**config.mk**
```make
export PLATFORM = sky130hd
export DESIGN_NAME = photon256_permutation_core
export DESIGN_NICKNAME = d
export VERILOG_FILES = /design/src/rtl/core/ph256_pkg.sv /design/src/rtl/core/photon256_permutation_core.sv
export SDC_FILE = /design/constraint.sdc
export NUM_CORES = 1
export LEC_CHECK = 0
export BUFFER_PORTS_ARGS = -buffer_cell sky130_fd_sc_hd__clkbuf_2
export CORE_AREA = 3 3 200 202
export CTS_CLUSTER_SIZE = 8
export DETAILED_ROUTE_END_ITERATION = 8
export DIE_AREA = 0 0 203 205
export PLACE_DENSITY = 0.31
export SLEW_MARGIN = 15
export SYNTH_ARGS = -nofsm -noshare
export SYNTH_HDL_FRONTEND = slang
export SYNTH_SLANG_ARGS = --single-unit
```
**constraint.sdc**
```tcl
create_clock -name clock -period 1.65 [get_ports clock]
set_clock_uncertainty 0.1 [all_clocks]
set_input_delay 0.165 -clock clock [delete_from_list [all_inputs] [get_ports clock]]
set_output_delay 0.165 -clock clock [all_outputs]
set_load 0.02 [all_outputs]
```
**src/rtl/core/ph256_pkg.sv**
```systemverilog
// Constants, types and round function of the PHOTON-256 permutation.
// No dependencies; imported by photon256_permutation_core.
package ph256_pkg;

   localparam int unsigned ROUNDS = 12;
   localparam int unsigned STATE_W = 256;

   typedef logic [STATE_W-1:0] state_type;
   typedef logic [3:0] cell_type;

   // reduction term of x^4 + x + 1
   localparam cell_type GF_RED = 4'h3;

   localparam cell_type SBOX [16] = '{
      4'd12, 4'd5, 4'd6, 4'd11, 4'd9, 4'd0, 4'd10, 4'd13,
      4'd3, 4'd14, 4'd15, 4'd8, 4'd4, 4'd7, 4'd1, 4'd2};

   localparam cell_type RCR [12] = '{
      4'd1, 4'd3, 4'd7, 4'd14, 4'd13, 4'd11, 4'd6, 4'd12, 4'd9, 4'd2, 4'd5, 4'd10};

   localparam cell_type ICV [8] = '{
      4'h0, 4'h1, 4'h3, 4'h7, 4'hf, 4'he, 4'hc, 4'h8};

   localparam cell_type MIXM [8][8] = '{
      '{4'd2,  4'd4,  4'd2,  4'd11, 4'd2,  4'd8,  4'd5,  4'd6},
      '{4'd12, 4'd9,  4'd8,  4'd13, 4'd7,  4'd7,  4'd5,  4'd2},
      '{4'd4,  4'd4,  4'd13, 4'd13, 4'd9,  4'd4,  4'd13, 4'd9},
      '{4'd1,  4'd6,  4'd5,  4'd1,  4'd12, 4'd13, 4'd15, 4'd14},
      '{4'd15, 4'd12, 4'd9,  4'd13, 4'd14, 4'd5,  4'd14, 4'd13},
      '{4'd9,  4'd14, 4'd5,  4'd15, 4'd4,  4'd12, 4'd9,  4'd6},
      '{4'd12, 4'd2,  4'd2,  4'd10, 4'd3,  4'd1,  4'd1,  4'd14},
      '{4'd15, 4'd1,  4'd13, 4'd10, 4'd5,  4'd10, 4'd2,  4'd3}};

   function automatic cell_type gf16_mul(input cell_type a, input cell_type b);
      cell_type acc;
      cell_type x;
      acc = '0;
      x = a;
      for (int n = 0; n < 4; n++) begin
         if (b[n]) begin
            acc = acc ^ x;
         end
         x = x[3] ? ({x[2:0], 1'b0} ^ GF_RED) : {x[2:0], 1'b0};
      end
      return acc;
   endfunction

   // One full round; cell (r,c) sits at bit 32*r + 4*c.
   function automatic state_type photon_round(input state_type s, input int unsigned rnd);
      cell_type  a [8][8];
      cell_type  b [8][8];
      cell_type  acc;
      state_type res;
      res = '0;
      for (int i = 0; i < 8; i++) begin
         for (int j = 0; j < 8; j++) begin
            a[i][j] = s[32*i + 4*j +: 4];
         end
         a[i][0] = a[i][0] ^ RCR[rnd] ^ ICV[i];
         for (int j = 0; j < 8; j++) begin
            a[i][j] = SBOX[a[i][j]];
         end
      end
      for (int i = 0; i < 8; i++) begin
         for (int j = 0; j < 8; j++) begin
            b[i][j] = a[i][3'(i + j)];
         end
      end
      for (int j = 0; j < 8; j++) begin
         for (int i = 0; i < 8; i++) begin
            acc = '0;
            for (int k = 0; k < 8; k++) begin
               acc = acc ^ gf16_mul(MIXM[i][k], b[k][j]);
            end
            res[32*i + 4*j +: 4] = acc;
         end
      end
      return res;
   endfunction

endpackage

```
**src/rtl/core/photon256_permutation_core.sv**
```systemverilog
// PHOTON-256 permutation, fully unrolled with one round per pipeline stage.
// Depends on ph256_pkg (constants, round function).
//
// Usage:
//  - Request channel (req_valid / req_stall, four 64-bit row-pair words) takes one
//    256-bit state per transaction; cell (r,c) sits at bit 32*(r mod 2)+4*c of
//    word r/2.
//  - Response channel (rsp_valid / rsp_stall) returns the permuted state in the
//    same packing, one transaction per request, in request order.
//  - An accepted request passes through the stage registers in round order;
//    rsp_valid and the response come from the last stage register. Each stage
//    register holds one round: constant add, S-box, row rotation and the GF(16)
//    column mix.
//  - Throughput: one state per cycle without receiver stalls; stage registers set it.
//  - Stall: a stage advances when it is empty or the stage after it advances,
//    so bubbles collapse. req_stall rises only when every stage holds a
//    state and the receiver stalls the last one.
//  - Reset clears all stage valid bits; the pipeline then stands empty.
module photon256_permutation_core
   import ph256_pkg::*;
(
   input  logic        clock,
   input  logic        reset,
   input  logic        req_valid,
   output logic        req_stall,
   input  logic [63:0] req_in_rows_0_1,
   input  logic [63:0] req_in_rows_2_3,
   input  logic [63:0] req_in_rows_4_5,
   input  logic [63:0] req_in_rows_6_7,
   output logic        rsp_valid,
   input  logic        rsp_stall,
   output logic [63:0] rsp_out_rows_0_1,
   output logic [63:0] rsp_out_rows_2_3,
   output logic [63:0] rsp_out_rows_4_5,
   output logic [63:0] rsp_out_rows_6_7
);

   state_type st_ff  [ROUNDS];
   state_type st_in  [ROUNDS];
   logic      vld_ff [ROUNDS];
   logic      vld_in [ROUNDS];
   logic      ready  [ROUNDS+1];
   state_type req_state;

   // Gather the four row pairs into one state vector
   assign req_state = {req_in_rows_6_7, req_in_rows_4_5, req_in_rows_2_3, req_in_rows_0_1};

   // Last stage drains when the receiver takes the transaction
   assign ready[ROUNDS] = !rsp_stall;

   for (genvar g = 0; g < ROUNDS; g++) begin : g_stage
      state_type src_state;
      logic      src_vld;

      if (g == 0) begin : g_first
         assign src_state = req_state;
         assign src_vld   = req_valid;
      end else begin : g_next
         assign src_state = st_ff[g-1];
         assign src_vld   = vld_ff[g-1];
      end

      // Stage advances if empty or if its content moves on
      assign ready[g] = !vld_ff[g] || ready[g+1];

      always_comb begin
         vld_in[g] = ready[g] ? src_vld : vld_ff[g];
         st_in[g]  = st_ff[g];
         if (ready[g] && src_vld) begin
            st_in[g] = photon_round(src_state, g);
         end
      end

      always_ff @(posedge clock) begin
         if (reset) begin
            vld_ff[g] <= 1'b0;
         end else begin
            vld_ff[g] <= vld_in[g];
         end
      end

      // Payload holds while stalled; no reset needed
      always_ff @(posedge clock) begin
         st_ff[g] <= st_in[g];
      end
   end

   assign req_stall        = !ready[0];
   assign rsp_valid        = vld_ff[ROUNDS-1];
   assign rsp_out_rows_0_1 = st_ff[ROUNDS-1][63:0];
   assign rsp_out_rows_2_3 = st_ff[ROUNDS-1][127:64];
   assign rsp_out_rows_4_5 = st_ff[ROUNDS-1][191:128];
   assign rsp_out_rows_6_7 = st_ff[ROUNDS-1][255:192];

endmodule

```
Yosys cells after proc, flatten, opt, wreduce, memory -nomap -nowiden
Memories as Yosys holds them, arrays and structs flattened.
Cells that the tools add are included.

storage, ports and cells
  flip-flop bits (word level) = 0
  latch bits = 0
  memory bits (writable) = 3084
  ROM bits = 24576
  input bits = 260
  output and inout bits = 258
  word-level logic and storage cells = 27461
  memories kept = 386

memory list
  name              words  width  rd ports  clocked after memory_dff  wr ports  line                              source
  st_ff             12     256    12        0                         12        photon256_permutation_core.sv:38  state_type st_ff [ROUNDS];
  (name not given)  16     4      1         0                         0         ph256_pkg.sv:61                   a[i][j] = SBOX[a[i][j]];
  (name not given)  16     4      1         0                         0         ph256_pkg.sv:61
  (name not given)  16     4      1         0                         0         ph256_pkg.sv:61
  (name not given)  16     4      1         0                         0         ph256_pkg.sv:61
  (name not given)  16     4      1         0                         0         ph256_pkg.sv:61
  +380 memories     --     --     --        --                        --        --

cells by class
  $add $sub $neg = 0
  $mul = 0
  divide/modulo/power cells = 0
  order comparisons = 384
  eq/ne operators = 0
  shifts and indexed selects = 0
  muxes and demuxes = 16431
  bitwise gates (word level) = 10222
  reductions and logical operators = 38

operators by type and width
  kind                                         count
  4-bit 2-to-1 mux                             12264
  4-bit XOR                                    3852
  3-bit 2-to-1 mux                             1908
  2-bit inverter                               2184
  3-bit inverter                               1124
  256-bit 2-to-1 mux                           12
  2-bit 2-to-1 mux                             1488
  1-bit inverter                               2402
  5-bit >= comparator (second input constant)  384
  4-bit inverter with 5-bit output             384
  4-bit inverter                               264
  1-bit 2-to-1 mux                             759
  1-bit zero test                              14
  1-bit logical AND                            12
  1-bit logical OR                             12
  1-bit bitwise OR                             12

Logic depth before layout (Yosys ltp)
An unclocked memory read counts as a cell.

  depth after elaboration = 33
  mapped depth = 3
  gate-level depth less buffers = 3

Worst setup path before layout
OpenSTA, ideal clock, no wires.

  path type = reg-to-output
  start point = memory vld_ff[11][0] (netlist: vld_ff[2][3])
  end point = output port req_stall
  data arrival time = 1.424 ns
  data required time = 1.385 ns
  slack = -0.039 ns
  stages on the path, launching flop included = 4
  path buffers = 0
  cells stage by stage = dfxtp_1 -> and4_4 -> nand4_4 -> nor3_1

RTL lines
  what         line                              source
  from (decl)  photon256_permutation_core.sv:40  logic vld_ff [ROUNDS];
  to (decl)    photon256_permutation_core.sv:25  output logic req_stall,

==> flow_metrics.py <==
metrics = {
    "worst_hold_path": {
        "min_path_type": "input pin to register",
        "hp-start": "req_valid",
    },
    "global_route": {
        "grt_antenna_before_repair": 0,
        "grt_first_pass_wirelength_um": 1994,
        "grt_max_degree": 17,
        "grt_usage_pct": 0.6217,
        "grt_pass1_vias": 440,
        "overflow": 0,
    },
    "power_and_ir_drop": {
        "p_comb_share_pct": 42.5,
        "peakVddDrop_uv": 351.6,
        "powerDensity_mw_per_mm2": 575.6,
        "cellInternalPower_mw": 0.6165,
        "p_sw_share_pct": 51.05,
        "p_clk_share_pct": 33.9,
        "finalPower_mw": 1.260,
        "p_sw_mw": 0.6430,
        "power_leakage_nw": 1.070,
        "power_frac_seq_pct": 23.6,
    },
    "setup_path": {
        "startpoint": "vld_ff[2][3]",
        "critical_path_buf_inv_count": 1,
        "path_depth": 4,
        "arrival_ns": 1.31,
        "endpoint": "req_stall",
        "regToRegSetupSlack_ns": 0.29,
        "critPathTopFamily": "simple AND/OR/NAND/NOR gates",
        "critPathMaxFanout": 5,
        "crit_path_start_kind": "register",
        "endpoint_kind": "primary output",
        "r2r_cells": 5,
        "r2r_start": "vld_ff[2][3]",
        "worstPathCellList": "and4_4 > nand4_4 > nor3_2 > buf_4",
        "r2r_end": "vld_ff[1][0]",
        "worstSetupPathType": "register to primary output",
        "crit_slowest_cell": "dfxtp_2",
        "cpPeakStageDelay_ns": 0.33,
        "required_ns": 1.38,
    },
    "outcome": {
        "status": "complete, no violations",
    },
    "synth": {
        "synthCells": 301,
        "synth_top_area_cell": "buf_4",
        "yosysTopAreaCellShare_pct": 81.23,
        "synth.avg_cell_area_um2": 7.861,
        "synthAdderAreaFrac_pct": 0,
        "synth_area_mm2": 0.002366,
        "synth-xor-area-share_pct": 0,
        "synth_compound_area_share_pct": 3.384,
        "synth.area.top_cells": "buf_4 (81%), dfxtp_1 (10%), nor2_1 (1.1%)",
        "yosysSeqAreaShare_pct": 10.15,
        "synthSimpleGateAreaFrac_pct": 4.442,
        "synth-seq-cells": 12,
        "synthMuxAreaShare_pct": 0,
        "ys_warn_count": 0,
        "synth_top_family_by_area": "buffers and inverters",
        "synth_cell_type_count": 20,
    },
    "detailed_routing": {
        "routed_wl_um": 2379,
        "antenna_left": 0,
        "remaining_drc_errors": 0,
        "firstDrtPassIters": 4,
        "vias_per_cell": 1.267,
        "via_count": 1050,
        "drt_iter0_markers": 9,
        "post_drt_wl_per_cell_um": 2.870,
    },
    "placement": {
        "gp_congestion": 0.5286,
        "hpwl_um": 2151,
        "io_buffers": 5,
    },
    "cells_and_area": {
        "num-nets-final": 573,
        "top_register": "vld_ff",
        "syn2layout_area_growth_pct": -7.509,
        "layout-drive-gt1-share_pct": 6.109,
        "final_common_cell": "conb_1",
        "n_antenna_cell": 0,
        "mostFrequentLayoutCells": "conb_1 (256), dfxtp_1 (10), nor2_1 (7)",
        "largest_reg_flops": 12,
        "top_regs": "vld_ff x12",
    },
    "floorplan": {
        "rows": 72,
        "core-area_mm2": 0.03847,
        "die_y_um": 205,
        "num_io_pins": 518,
        "start_util_pct": 6.151,
        "fp.dieArea_mm2": 0.04162,
        "die_w_um": 203,
    },
    "clocking": {
        "cts_sinks": 12,
        "numCtsBuffers": 3,
        "cts_tree": "built",
        "path_clk_slew_ns": 0.04,
        "cts_max_level": 1,
        "cts_max_path_buffers": 2,
        "cts-root-buf": "clkbuf_16",
        "clock_latency_ns": 0.24,
    },
    "sta": {
        "finalSetupViolations": 0,
        "tns_ns": 0,
        "drv_slew": 0,
        "max_freq_ghz": 0.6352,
        "fin_crit_sh_pct": 95.41,
        "post-route-min-period_ns": 1.574,
        "rsz0062_at_grt": "no",
        "finalHoldViolations": 0,
    },
    "job": {
        "maxCapViolCount": 0,
    },
}
-- how the worst min path moves through the flow --
stage | cells past startpoint | end | slack, ns
finish | 3 | vld_ff[0][0] | 0.04
global route | 3 | vld_ff[0][0] | 0.06
CTS | 3 | vld_ff[0][0] | 0.04
detailed placement | 3 | vld_ff[0][0] | 0.29
global placement | 3 | vld_ff[0][0] | 0.28
floorplan | 1 | vld_ff[0][0] | 0.17
-- logic make-up (layout without fill, tap and decap cells) --
logic type	count (synthesis)	after routing
other cells	1	256
flops	12	12
simple gates	17	17
buf+inv	260	15
compound gates	11	11
-- synth_stat cells --
master    count
nand3_1       1
buf_4       256
o41ai_2       1
a31oi_1       3
conb_1        1
o31ai_1       2
dfxtp_1      12
and2_1        1
clkbuf_1      1
nand2b_1      3
nor3_1        1
nand3b_1      1
a21oi_1       3
nand2_1       1
o22ai_1       1
and4_4        1
inv_1         3
nor2_1        7
o32ai_1       1
nand4_4       1
-- metal layers --
| metal | up-vias | routed length [um] | track usage (%) |
|---|---|---|---|
| li1 | 434 | - | - |
| met4 | 0 | 24 | 0.5939 |
| met1 | 417 | 539 | 0.5832 |
| met2 | 197 | 993 | 1.098 |
| met3 | 2 | 822 | 0.1589 |
| met5 | - | 0 | 0 |
-- repair_timing --
| item | in CTS | in global routing |
|---|---|---|
| setup endpoints to repair | 1 | 1 |
| pin swaps | 1 | 3 |
| gates resized for setup | 1 | 4 |
| buffers inserted | 1 | 3 |
| endpoints found under the hold margin | 0 | 0 |
| hold buffers | 0 | 0 |
-- worst register-to-register path: cells and delay by family (launching register included) --
kind | cells | cell delay, ns
AO/OA/AOI/OAI | 1 | 0.18
AND/OR/NAND/NOR | 2 | 0.37
buffers and inverters | 2 | 0.31
flip-flops | 1 | 0.33
-- per-stage QoR --
step / utilization (%) / cells / setup slack, ns / area [um^2] / hold slack, ns
2_1_floorplan: - / 556 / 0.1172 / 3328 / 0.1652
3_3_place_gp: 5.396 / 822 / 0.1663 / 2076 / 0.2801
3_5_place_dp: 5.396 / 822 / 0.1715 / 2076 / 0.2862
4_1_cts: 5.617 / 826 / 0.007272 / 2161 / 0.04250
5_1_grt: 5.689 / 829 / 0.001017 / 2188 / 0.06443
6_report: 5.689 / 829 / 0.07577 / 2188 / 0.04026
-- power by group through the flow --
stage	logic [mW]	registers [mW]	clock network [mW]
2_1_floorplan	0.979	0.302	0
3_3_place_gp	0.519	0.302	0
3_5_place_dp	0.519	0.302	0
4_1_cts	0.519	0.297	0.434
5_1_grt	0.570	0.297	0.450
6_report	0.536	0.297	0.426
-- area by class of cell --
| type | instances | area (um^2) |
|---|---|---|
| Clock buffer | 3 | 75.07 |
| Inverter | 3 | 11.26 |
| Fill cell | 4547 | 36280 |
| Tap cell | 518 | 648.1 |
| Sequential cell | 12 | 242.7 |
| Multi-Input combinational cell | 284 | 1154 |
| Timing Repair Buffer | 9 | 57.56 |
Note: power is estimated with default switching activity, not from simulation.
